<file path="src/rtl/core/stxf_pkg.sv">
// Package with the shared types and constants of the STX frame builder.
`default_nettype none

package stxf_pkg;

	typedef logic [7:0] byte_t;

	localparam byte_t STX_BYTE = 8'h02;

	// Width of the payload length and of the bytes-remaining counter.
	localparam int LEN_W = 13;

	// Most bytes a single input item can produce (header plus closing LRC).
	localparam int BURST_DEPTH = 5;
	localparam int CNT_W = 3;

	typedef enum logic {
		ACT_START = 1'b0,
		ACT_DATA  = 1'b1
	} action_t;

	typedef struct packed {
		logic [CNT_W-1:0]         count;
		byte_t [BURST_DEPTH-1:0]  bytes;
		logic [BURST_DEPTH-1:0]   ends;
	} burst_t;

endpackage

`default_nettype wire

</file>
<file path="src/rtl/core/stxf_in_if.sv">
// Input channel of the frame builder: start and data items.
`default_nettype none

interface stxf_in_if;
	logic        valid;
	logic        ready;
	logic        action;
	logic [7:0]  command;
	logic [15:0] frame_length;
	logic        payload_absent;
	logic [7:0]  data_byte;

	modport source (
		output valid, action, command, frame_length, payload_absent, data_byte,
		input  ready
	);
	modport sink (
		input  valid, action, command, frame_length, payload_absent, data_byte,
		output ready
	);
endinterface

`default_nettype wire

</file>
<file path="src/rtl/core/stxf_out_if.sv">
// Output channel of the frame builder: one frame byte per beat.
`default_nettype none

interface stxf_out_if;
	logic       valid;
	logic       ready;
	logic [7:0] out_byte;
	logic       frame_end;

	modport source (
		output valid, out_byte, frame_end,
		input  ready
	);
	modport sink (
		input  valid, out_byte, frame_end,
		output ready
	);
endinterface

`default_nettype wire

</file>
<file path="src/rtl/core/stxf_byte_queue.sv">
// Burst buffer that serializes the bytes of one item onto a registered output.
`default_nettype none

module stxf_byte_queue (
	input  wire                   clk,
	input  wire                   arst_n,
	input  wire                   load,
	input  wire stxf_pkg::burst_t load_burst,
	output logic                  free,
	stxf_out_if.source            frame
);

	logic [stxf_pkg::CNT_W-1:0]                cnt_s2;
	stxf_pkg::byte_t [stxf_pkg::BURST_DEPTH-1:0] bytes_s2;
	logic [stxf_pkg::BURST_DEPTH-1:0]          ends_s2;

	logic            out_valid_s3;
	stxf_pkg::byte_t out_byte_s3;
	logic            frame_end_s3;

	logic pop;

	// The head byte moves into the output register whenever that register is empty
	// or is being taken in this cycle.
	assign pop  = (cnt_s2 != '0) && (!out_valid_s3 || frame.ready);
	assign free = (cnt_s2 == '0) || ((cnt_s2 == stxf_pkg::CNT_W'(1)) && pop);

	always_ff @(posedge clk or negedge arst_n) begin
		if (!arst_n) begin
			cnt_s2       <= '0;
			out_valid_s3 <= 1'b0;
		end else begin
			if (load) begin
				cnt_s2 <= load_burst.count;
			end else if (pop) begin
				cnt_s2 <= cnt_s2 - stxf_pkg::CNT_W'(1);
			end
			if (pop) begin
				out_valid_s3 <= 1'b1;
			end else if (frame.ready) begin
				out_valid_s3 <= 1'b0;
			end
		end
	end

	always_ff @(posedge clk) begin
		if (load) begin
			bytes_s2 <= load_burst.bytes;
			ends_s2  <= load_burst.ends;
		end else if (pop) begin
			bytes_s2 <= {8'h00, bytes_s2[stxf_pkg::BURST_DEPTH-1:1]};
			ends_s2  <= {1'b0, ends_s2[stxf_pkg::BURST_DEPTH-1:1]};
		end
		if (pop) begin
			out_byte_s3  <= bytes_s2[0];
			frame_end_s3 <= ends_s2[0];
		end
	end

	assign frame.valid     = out_valid_s3;
	assign frame.out_byte  = out_byte_s3;
	assign frame.frame_end = frame_end_s3;

endmodule

`default_nettype wire

</file>
<file path="src/rtl/core/stx_frame_builder_xor_lrc.sv">
// Top level of the STX frame builder with length framing and XOR LRC.
//
// Channels: item (sink) takes start items (action 0: command, frame_length,
// payload_absent) and data items (action 1: data_byte). frame (source) gives
// one frame byte per beat, with frame_end set on the closing LRC byte.
// A start item yields STX, command, length low, length high, and for a zero
// length (or absent payload) the LRC as well. A data item inside a frame yields
// its byte, followed by the LRC when it is the last one. A data item outside a
// frame is taken and yields nothing. The length is reduced modulo
// LENGTH_MODULUS by a reciprocal multiply ahead of the input register and a
// multiply-back with one correction after it.
// The first byte of an item passes the input register, the burst buffer and
// the output register on its way to frame. Throughput: one item per cycle as
// long as each item makes at most one byte and the receiver takes every beat;
// otherwise the block takes the next item in the cycle that the last byte of
// the current one moves to the output register.
// Reset clears the pipeline and leaves the block outside any frame. When the
// receiver stalls, the output byte holds, the burst buffer and input register
// fill, and item.ready drops.
`default_nettype none

module stx_frame_builder_xor_lrc #(
	parameter int unsigned LENGTH_MODULUS = 8096
) (
	input  wire         clk,
	input  wire         arst_n,
	stxf_in_if.sink     item,
	stxf_out_if.source  frame
);

	localparam longint unsigned RECIP_L = (64'd1 << 32) / LENGTH_MODULUS;
	localparam logic [31:0] RECIP = 32'(RECIP_L);
	localparam logic [15:0] MOD16 = 16'(LENGTH_MODULUS);
	localparam logic [29:0] MOD30 = 30'(LENGTH_MODULUS);

	localparam int LW = stxf_pkg::LEN_W;

	// Input register stage
	logic                s1_valid;
	stxf_pkg::action_t   action_s1;
	stxf_pkg::byte_t     command_s1;
	logic [15:0]         length_s1;
	logic [15:0]         quot_s1;
	logic                absent_s1;
	stxf_pkg::byte_t     data_s1;

	// Frame state
	stxf_pkg::byte_t     lrc_q;
	logic [LW-1:0]       remaining_q;
	logic                in_frame_q;

	logic                in_fire;
	logic                s1_adv;
	logic                burst_free;
	logic [47:0]         recip_prod;

	logic [29:0]         qm;
	logic [15:0]         rem_raw;
	logic [15:0]         rem_fix;
	logic [LW-1:0]       len_red;
	stxf_pkg::byte_t     len_lo;
	stxf_pkg::byte_t     len_hi;
	stxf_pkg::byte_t     lrc_start;
	stxf_pkg::byte_t     lrc_data;
	logic [LW-1:0]       rem_dec;

	stxf_pkg::burst_t    burst;
	stxf_pkg::byte_t     lrc_d;
	logic [LW-1:0]       remaining_d;
	logic                in_frame_d;

	assign s1_adv     = s1_valid && burst_free;
	assign item.ready = !s1_valid || s1_adv;
	assign in_fire    = item.valid && item.ready;

	// Quotient estimate; it is the true quotient or one less.
	assign recip_prod = {32'd0, item.frame_length} * {16'd0, RECIP};

	always_ff @(posedge clk or negedge arst_n) begin
		if (!arst_n) begin
			s1_valid    <= 1'b0;
			lrc_q       <= '0;
			remaining_q <= '0;
			in_frame_q  <= 1'b0;
		end else begin
			if (in_fire) begin
				s1_valid <= 1'b1;
			end else if (s1_adv) begin
				s1_valid <= 1'b0;
			end
			if (s1_adv) begin
				lrc_q       <= lrc_d;
				remaining_q <= remaining_d;
				in_frame_q  <= in_frame_d;
			end
		end
	end

	always_ff @(posedge clk) begin
		if (in_fire) begin
			action_s1  <= stxf_pkg::action_t'(item.action);
			command_s1 <= item.command;
			length_s1  <= item.frame_length;
			quot_s1    <= recip_prod[47:32];
			absent_s1  <= item.payload_absent;
			data_s1    <= item.data_byte;
		end
	end

	// Remainder from the quotient estimate, with one correcting subtract.
	assign qm       = {14'd0, quot_s1} * MOD30;
	assign rem_raw  = length_s1 - qm[15:0];
	assign rem_fix  = (rem_raw >= MOD16) ? (rem_raw - MOD16) : rem_raw;
	assign len_red  = absent_s1 ? '0 : rem_fix[LW-1:0];
	assign len_lo   = len_red[7:0];
	assign len_hi   = {{(16 - LW){1'b0}}, len_red[LW-1:8]};

	assign lrc_start = command_s1 ^ len_lo ^ len_hi;
	assign lrc_data  = lrc_q ^ data_s1;
	assign rem_dec   = (remaining_q != '0) ? (remaining_q - LW'(1)) : remaining_q;

	always_comb begin
		burst       = '0;
		lrc_d       = lrc_q;
		remaining_d = remaining_q;
		in_frame_d  = in_frame_q;
		unique case (action_s1)
			stxf_pkg::ACT_START: begin
				burst.bytes[0] = stxf_pkg::STX_BYTE;
				burst.bytes[1] = command_s1;
				burst.bytes[2] = len_lo;
				burst.bytes[3] = len_hi;
				burst.bytes[4] = lrc_start;
				burst.ends[4]  = (len_red == '0);
				burst.count    = (len_red == '0) ? stxf_pkg::CNT_W'(5) : stxf_pkg::CNT_W'(4);
				lrc_d          = lrc_start;
				remaining_d    = len_red;
				in_frame_d     = (len_red != '0);
			end
			stxf_pkg::ACT_DATA: begin
				// Outside a frame the item is dropped and the state stays.
				if (in_frame_q) begin
					burst.bytes[0] = data_s1;
					burst.bytes[1] = lrc_data;
					burst.ends[1]  = (rem_dec == '0);
					burst.count    = (rem_dec == '0) ? stxf_pkg::CNT_W'(2) : stxf_pkg::CNT_W'(1);
					lrc_d          = lrc_data;
					remaining_d    = rem_dec;
					in_frame_d     = (rem_dec != '0);
				end
			end
			default: begin
				burst = '0;
			end
		endcase
	end

	stxf_byte_queue u_queue (
		.clk        (clk),
		.arst_n     (arst_n),
		.load       (s1_adv),
		.load_burst (burst),
		.free       (burst_free),
		.frame      (frame)
	);

endmodule

`default_nettype wire

</file>
<file path="src/flat_wrapper.sv">
// flat-port wrapper written by rule: the top's interface ports become plain ports
module stx_frame_builder_xor_lrc_flat 
#(
	parameter int unsigned LENGTH_MODULUS = 8096
)
  (clk, arst_n, item_valid, item_action, item_command, item_frame_length, item_payload_absent, item_data_byte, item_ready, frame_valid, frame_out_byte, frame_frame_end, frame_ready);
  stxf_in_if item_i ();
  stxf_out_if frame_i ();
  input  wire clk;
  input  wire arst_n;
  input wire logic [$bits(item_i.valid)-1:0] item_valid;
  input wire logic [$bits(item_i.action)-1:0] item_action;
  input wire logic [$bits(item_i.command)-1:0] item_command;
  input wire logic [$bits(item_i.frame_length)-1:0] item_frame_length;
  input wire logic [$bits(item_i.payload_absent)-1:0] item_payload_absent;
  input wire logic [$bits(item_i.data_byte)-1:0] item_data_byte;
  output wire logic [$bits(item_i.ready)-1:0] item_ready;
  output wire logic [$bits(frame_i.valid)-1:0] frame_valid;
  output wire logic [$bits(frame_i.out_byte)-1:0] frame_out_byte;
  output wire logic [$bits(frame_i.frame_end)-1:0] frame_frame_end;
  input wire logic [$bits(frame_i.ready)-1:0] frame_ready;
  assign item_i.valid = item_valid;
  assign item_i.action = item_action;
  assign item_i.command = item_command;
  assign item_i.frame_length = item_frame_length;
  assign item_i.payload_absent = item_payload_absent;
  assign item_i.data_byte = item_data_byte;
  assign item_ready = item_i.ready;
  assign frame_valid = frame_i.valid;
  assign frame_out_byte = frame_i.out_byte;
  assign frame_frame_end = frame_i.frame_end;
  assign frame_i.ready = frame_ready;
  stx_frame_builder_xor_lrc #(.LENGTH_MODULUS(LENGTH_MODULUS)) u_core (.clk(clk), .arst_n(arst_n), .item(item_i), .frame(frame_i));
endmodule
</file>
<file path="config.mk">
export PLATFORM = sky130hd
export DESIGN_NAME = stx_frame_builder_xor_lrc_flat
export DESIGN_NICKNAME = d
export VERILOG_FILES = /design/src/rtl/core/stxf_pkg.sv /design/src/rtl/core/stxf_in_if.sv /design/src/rtl/core/stxf_out_if.sv /design/src/rtl/core/stxf_byte_queue.sv /design/src/rtl/core/stx_frame_builder_xor_lrc.sv /design/src/flat_wrapper.sv
export SDC_FILE = /design/constraint.sdc
export NUM_CORES = 1
export LEC_CHECK = 0
export BUFFER_PORTS_ARGS = -buffer_cell sky130_fd_sc_hd__buf_2
export CORE_UTILIZATION = 68
export DETAILED_ROUTE_END_ITERATION = 12
export PLACE_DENSITY_LB_ADDON = 0.05
export SYNTH_ARGS = -nofsm -noshare
export SYNTH_HDL_FRONTEND = slang
export SYNTH_SLANG_ARGS = --single-unit
</file>
<file path="constraint.sdc">
create_clock -name clk -period 13.5 [get_ports clk]
set_clock_uncertainty 0.05 [all_clocks]
set_input_delay 2.7 -clock clk [delete_from_list [all_inputs] [get_ports clk]]
set_output_delay 2.7 -clock clk [all_outputs]
set_load 0.005 [all_outputs]
</file>
==> summary.txt, run 1 <==
Run status
  • Status: complete, no violations

Setup path
  • Worst Setup SP: item_frame_length[8]
  • Reg-to-reg slack, setup: 7.30 ns
  • CP Class: input port to flop
  • CP dominant cell by count: ha_1
  • Crit. End Element: flop
  • Worst reg2reg path startpoint: u_core.quot_s1[1]
  • Critical path fanouts, max: 6
  • Worst path cell trace: buf_2 -> inv_1 -> ha_1 -> inv_1 -> ha_1 -> ha_1 -> fa_1 -> ha_1 -> fa_1 -> ha_1 -> a21o_1 -> a21o_1 -> a21oi_1 -> nor2b_1 -> o21ai_0 -> o311ai_0 -> a21oi_1 -> o21ai_0 -> and2_1
  • Buf+Inv Stages, Crit Path: 3
  • Worst EP required: 13.63 ns
  • Crit path largest cell delay: 0.50 ns
  • Critical Path Stages: 19
  • R2r endpoint: u_core.in_frame_q
  • Critical-path top delay cell: fa_1
  • Top Family by Delay on Critical Path: adder cells
  • CP Launch Type: input port
  • Crit path DAT: 7.04 ns
  • Worst reg2reg path depth: 21
  • Worst setup path end: u_core.quot_s1[3]

Synthesis
  • Synthesized-area fraction occupied by adder cells: 25.4%
  • Post-synthesis mux area share: 1.83%
  • Leading post-synthesis cells by cell area: edfxtp_1, ha_1, dfrtp_1, fa_1, inv_1
  • Synthesized flop and latch total: 119
  • Synth top area share: 28.3%
  • Register area share after synthesis: 36.0%
  • Ys flop type: edfxtp_1
  • Synthesized-area fraction occupied by and/or/nand/nor cells: 13.0%
  • Syn_area_per_cell: 10.4 um^2
  • Post-Syn Nets: 1122
  • Synth Area in Compound Gates: 14.1%
  • Asr flop ratio synth: 22.7%
  • Synth unique cells: 83
  • Synth area leader: edfxtp_1
  • Post-synth EDFFs: 89
  • Post-Syn Instances: 911
  • Main combinational cell family by area after synthesis: adder cells
  • Netlist Area Pre-Place: 9460 um^2
  • YS warnings: 0
  • Xor/xnor share of the synthesized area: 4.12%

Timing
  • Fin Setup TNS: 0 ns
  • Final count of hold timing violations: 0
  • Max Slew Vio Count: 0
  • Final worst-path cycle share: 51.1%
  • Rel. slew slack: 26.1%
  • RSZ-0062 raised after global routing: false
  • Maximum clock rate: 145 MHz
  • Minimum clock period after layout: 6.90 ns
  • Final setup vio count: 0
  • Worst-Margin Slew: 1.11 ns

Drt
  • DR pass1 iterations: 8
  • Residual DRC: 0
  • Vias per std cell: 6.49
  • Antenna viol nets, final: 0
  • Wire length per cell: 20.3 um
  • Routed wire length: 23.3 mm
  • Initial DRC Count: 743
  • Via count: 7478

Die
  • Die X: 120 um
  • Ports: 49
  • Initial Util: 70.6%
  • Core area: 13400 um^2
  • Die area: 14400 um^2
  • # rows: 42
  • Die Y-Extent: 120 um

Global routing
  • Number of global-route vias before repair: 7792
  • Initial antenna violation count: 1
  • Tot GR Track Use: 34.6%
  • Largest net degree at the start of global routing: 56
  • GR Overflow Total: 0
  • First-pass GRT wire length: 38.0 mm

Clock tree
  • # Post-CTS Setup Buffers: 0
  • H-tree depth: 4
  • CTS resizes: 0
  • Register clock-pin slew on the reported worst setup and hold paths: 0.06 ns
  • Root buf cell: clkbuf_16
  • Hold Buf Count CTS: 0
  • Clk sinks: 119
  • CTS tree: done
  • Latest clock arrival within the worst-skew pair: 0.43 ns
  • Num CTS Buffers: 17
  • Clock Tree Buf Depth: 2

Placement
  • Dpl cell area: 9850 um^2
  • Port bufs: 48
  • GPL Wtd Cong: 0.966
  • Final HPWL DP: 16.9 mm

Layout
  • Nets: 1173
  • Ratio of cells with drive above 1 in the final layout: 11.9%
  • Final Cell Area: 10400 um^2
  • Layout area overhead: 10.4%

Hold path
  • Worst Hold Class: flop to flop
  • Worst hold stages: 0
  • Hold Crit Start: u_core.u_queue.bytes_s2[6]

Run
  • Max-cap violations: 0
worst min-delay path by stage:
stage	end	slack, ns
final	u_core.u_queue.frame.out_byte[6]	0.37
after global routing	u_core.u_queue.frame.out_byte[5]	0.39
after CTS	u_core.u_queue.frame.out_byte[6]	0.37
after detailed placement	u_core.u_queue.frame.out_byte[7]	0.36
after global placement	u_core.u_queue.frame.out_byte[5]	0.35
after floorplan	u_core.u_queue.frame.out_byte[0]	0.35
area by class of cell:
class | instances | area (um^2)
fill | 867 | 2960
multi-input combinational | 668 | 5540
timing repair buffer | 56 | 300
antenna | 1 | 2.50
inverter | 100 | 375
clock buffer | 18 | 429
tap | 176 | 220
clock inverter | 14 | 159
sequential | 119 | 3410
cell usage after synthesis, drive strengths merged, types with 3 or more instances:
library cell,instances
o22ai,6
xnor2,20
o31ai,7
nor3,26
mux2i,15
a221oi,13
a31oi,7
o21a,5
a22o,7
or3,7
nand2b,9
a211oi,5
and2,8
nand3,23
a211o,3
a2111oi,3
and3,8
edfxtp,89
o21bai,3
or2,3
a21oi,34
dfrtp,27
o221ai,4
o31a,3
ha,141
nor4,4
o211ai,4
dfxtp,3
nand4,9
a21o,21
a22oi,5
inv,98
nand2,77
fa,32
clkbuf,15
nor2,55
nor2b,10
xor2,21
buf,9
o21ai,40
metal layers:
metal / global-route usage [%] / routed length, um
met2: 61.9 / 12200
met4: 22.3 / 1300
met3: 6.23 / 1300
met1: 37.6 / 8570
met5: 0 / 16
kinds of logic after synthesis:
| logic type | Yosys count |
|---|---|
| and+or+nand+nor | 251 |
| AOI/OAI and AO/OA | 186 |
| adders and majority gates | 173 |
| buffers and inverters | 124 |
| DFF | 119 |
| xor gates and xnor gates | 41 |
| muxes | 17 |
flip-flops by register name, indices dropped and copies added (netlist names), 3 cells and up:
name and cells:
u_core.remaining_q 13, u_core.u_queue.frame.out_byte 8, u_core.data_s1 8, u_core.lrc_q 8
u_core.length_s1 16, u_core.u_queue.bytes_s2 40, u_core.u_queue.cnt_s2 3, u_core.command_s1 8
u_core.u_queue.ends_s2 5, u_core.quot_s1 4
metrics by stage:
stage	setup WS (ns)	utilization (%)	std cells	hold slack (ns)
after CTS	6.62	77.9	1151	0.374
after global routing	6.36	77.9	1151	0.389
final	6.60	77.9	1152	0.374
after floorplan	6.78	-	911	0.350
after global placement	6.40	73.5	1119	0.354
after detailed placement	6.20	73.5	1119	0.360
placed cells by master, fill, tap and decap left out, types with 6 or more instances in the layout:
cell type  count
o21ai_0       38
nand2b_1       8
nand3_1       23
o22ai_1        6
o31ai_1        6
and2_1         6
inv_1         98
a21oi_1       33
nor2b_1       10
edfxtp_1      89
and3_1         8
mux2i_1       15
a22o_1         7
or3_1          6
buf_4          8
clkinv_1       6
a221oi_1      11
nand2_1       76
fa_1          32
xor2_1        20
nor2_1        54
dfrtp_1       27
ha_1         141
nor3_1        25
nand4_1        9
clkbuf_16     17
xnor2_1       17
a31oi_1        7
a21o_1        20
buf_2         48
Power of run 1 is not shown: default switching activity piles up to over one toggle a cycle in this logic, so the estimate is an artifact.
==> run 2: changes to the inputs <==
--- a/config.mk
+++ b/config.mk
@@ -6,7 +6,7 @@
 export NUM_CORES = 1
 export LEC_CHECK = 0
 export BUFFER_PORTS_ARGS = -buffer_cell sky130_fd_sc_hd__buf_2
-export CORE_UTILIZATION = 68
+export CORE_UTILIZATION = 63
 export DETAILED_ROUTE_END_ITERATION = 12
 export PLACE_DENSITY_LB_ADDON = 0.05
 export SYNTH_ARGS = -nofsm -noshare
==> constraint.sdc (replaced) <==
create_clock -name clk -period 6.9 [get_ports clk]
set_clock_uncertainty 0.05 [all_clocks]
set_input_delay 1.38 -clock clk [delete_from_list [all_inputs] [get_ports clk]]
set_output_delay 1.38 -clock clk [all_outputs]
set_load 0.005 [all_outputs]
==> run 2 against run 1 <==
  * Largest cell class unchanged
  * Flip-flop and latch count stayed put
  * Final area hardly changed
  * Highest routed layer is now met4
  * Via count is 4.9% lower
==> summary.txt, run 2 (synthesis gave the netlist of run 1 again) <==
Hold path
  • Worst Hold Class: flop to flop

Global routing
  • GR Overflow Total: 0 (unchanged)
  • Tot GR Track Use: 29.9% (-4.8 points)
  • Number of global-route vias before repair: 7153 (-8.2%)
  • First-pass GRT wire length: 36.2 mm (-5.0%)
  • Largest net degree at the start of global routing: 56 (unchanged)
  • Most Crowded Layer GR: met2
  • Met3 Track Usage GR: 4.51% (-1.7 points)
  • Initial antenna violation count: 1 (unchanged)
  • GR Util met2: 53.7% (-8.2 points)
  • M1 GR Usage: 35.6% (-2.0 points)

Timing
  • Rel. slew slack: 24.3% (-1.8 points)
  • RSZ-0062 raised after global routing: false
  • Maximum clock rate: 163 MHz
  • Final setup vio count: 0 (unchanged)
  • Max Slew Vio Count: 0 (unchanged)
  • Final worst-path cycle share: 89.0%
  • Final count of hold timing violations: 0 (unchanged)
  • Minimum clock period after layout: 6.14 ns
  • Worst-Margin Slew: 1.14 ns (+0.0270 ns)
  • Fin Setup TNS: 0 ns (unchanged)

Die
  • Die X: 125 um (+3.8%)
  • # rows: 44 (+4.8%)
  • Die Y-Extent: 125 um (+3.8%)
  • Initial Util: 64.8% (-5.7 points)
  • Core area: 14600 um^2 (+8.9%)
  • Ports: 49 (unchanged)
  • Die area: 15500 um^2 (+7.8%)

Run
  • Max-cap violations: 0 (unchanged)

Layout
  • Ratio of cells with drive above 1 in the final layout: 12.2% (+0.33 points)
  • Nets: 1171 (-0.17%)
  • Most common cell after layout, fill and taps aside: ha_1
  • Layout area overhead: 10.4% (about the same)
  • Number of flip-flops in the largest register: 40 (unchanged)
  • Largest registers: u_core.u_queue.bytes_s2 (40), u_core.length_s1 (16), u_core.remaining_q (13)
  • Largest reg by FF count: u_core.u_queue.bytes_s2
  • Most frequent cells in the layout: ha_1, inv_1, edfxtp_1, nand2_1, nor2_1
  • # diodes: 0 (-1)

Clock tree
  • # Post-CTS Setup Buffers: 0 (unchanged)
  • CTS resizes: 0 (unchanged)
  • Root buf cell: clkbuf_16
  • Latest clock arrival within the worst-skew pair: 0.43 ns (about the same)
  • Clock Tree Buf Depth: 2 (unchanged)
  • Num CTS Buffers: 17 (unchanged)
  • Hold Buf Count CTS: 0 (unchanged)
  • Clk sinks: 119 (unchanged)
  • CTS tree: done
  • H-tree depth: 4 (unchanged)
  • Register clock-pin slew on the reported worst setup and hold paths: 0.06 ns (about the same)

Placement
  • Final HPWL DP: 16.2 mm (-4.0%)
  • GPL Wtd Cong: 0.880 (-9.0%)
  • Port bufs: 48 (unchanged)

Setup path
  • Crit. End Element: flop
  • Critical path fanouts, max: 8 (+2)
  • Worst EP required: 7.16 ns (-6.47 ns)
  • CP Launch Type: flop
  • CP Class: flop to flop
  • Crit path DAT: 6.40 ns (-0.64 ns)

Drt
  • Via count: 7112 (-4.9%)
  • Routed wire length: 21.8 mm (-6.5%)
  • Residual DRC: 0 (unchanged)
  • Initial DRC Count: 543 (-27%)
  • DR pass1 iterations: 5 (-3)
  • Antenna viol nets, final: 0 (unchanged)
  • Vias per std cell: 6.15 (-5.3%)
  • Wire length per cell: 18.9 um (-6.9%)

Run status
  • Status: complete, no violations
[run 2: layout make-up]
cell class,instances,area (um^2)
clock buffer,17,425
clock inverter,15,173
fill,1077,4150
inverter,100,375
multi-input combinational,668,5540
sequential,119,3410
tap,184,230
timing repair buffer,54,285
[run 2: worst paths after layout]
path                       cells after the start  slack [ns]                       start                                to
setup / recovery                              21        0.76           u_core.quot_s1[1]                 u_core.in_frame_q
hold / removal                                 0        0.37  u_core.u_queue.bytes_s2[6]  u_core.u_queue.frame.out_byte[6]
setup reg to reg                              21        0.76           u_core.quot_s1[1]                 u_core.in_frame_q
hold reg to reg                                0        0.37  u_core.u_queue.bytes_s2[6]  u_core.u_queue.frame.out_byte[6]
max in group asynchronous                      1        5.45                      arst_n                   u_core.lrc_q[7]
min in group asynchronous                      1        0.93                      arst_n                   u_core.s1_valid
[run 2: critical path: stages (launching register included)]
cell       delay, ns
edfxtp_1        0.48
fa_1            0.67
inv_1           0.08
fa_1            0.50
inv_1           0.05
ha_1            0.34
nor2b_1         0.16
o21ai_0         0.17
nand2b_1        0.12
a21o_1          0.20
a21oi_1         0.23
xor2_1          0.14
ha_1            0.41
nand2_1         0.10
o31ai_1         0.21
a21oi_1         0.10
xnor2_2         0.32
xor2_2          0.23
a2111oi_2       0.40
mux2i_1         0.47
clkinv_1        0.21
o32a_1          0.38
[run 2: per-layer routing]
metal / up-vias / part of all wire [%]
met4: 0 / 3.2
met3: 50 / 4.4
met2: 221 / 51
li1: 3401 / -
met5: - / 0
met1: 3440 / 41
[run 2: metrics by stage]
stage | setup slack [ns] | cells | utilization (%) | cell area (um^2) | hold WS [ns]
finish | 0.756 | 1157 | 71.6 | 10400 | 0.367
global route | 0.353 | 1157 | 71.6 | 10400 | 0.373
CTS | 0.778 | 1157 | 71.6 | 10400 | 0.370
detailed placement | 0.829 | 1125 | 67.5 | 9840 | 0.355
global placement | 0.933 | 1125 | 67.5 | 9840 | 0.355
floorplan | 1.50 | 911 | - | 9460 | 0.350
Power of run 2 is left out for the same reason.
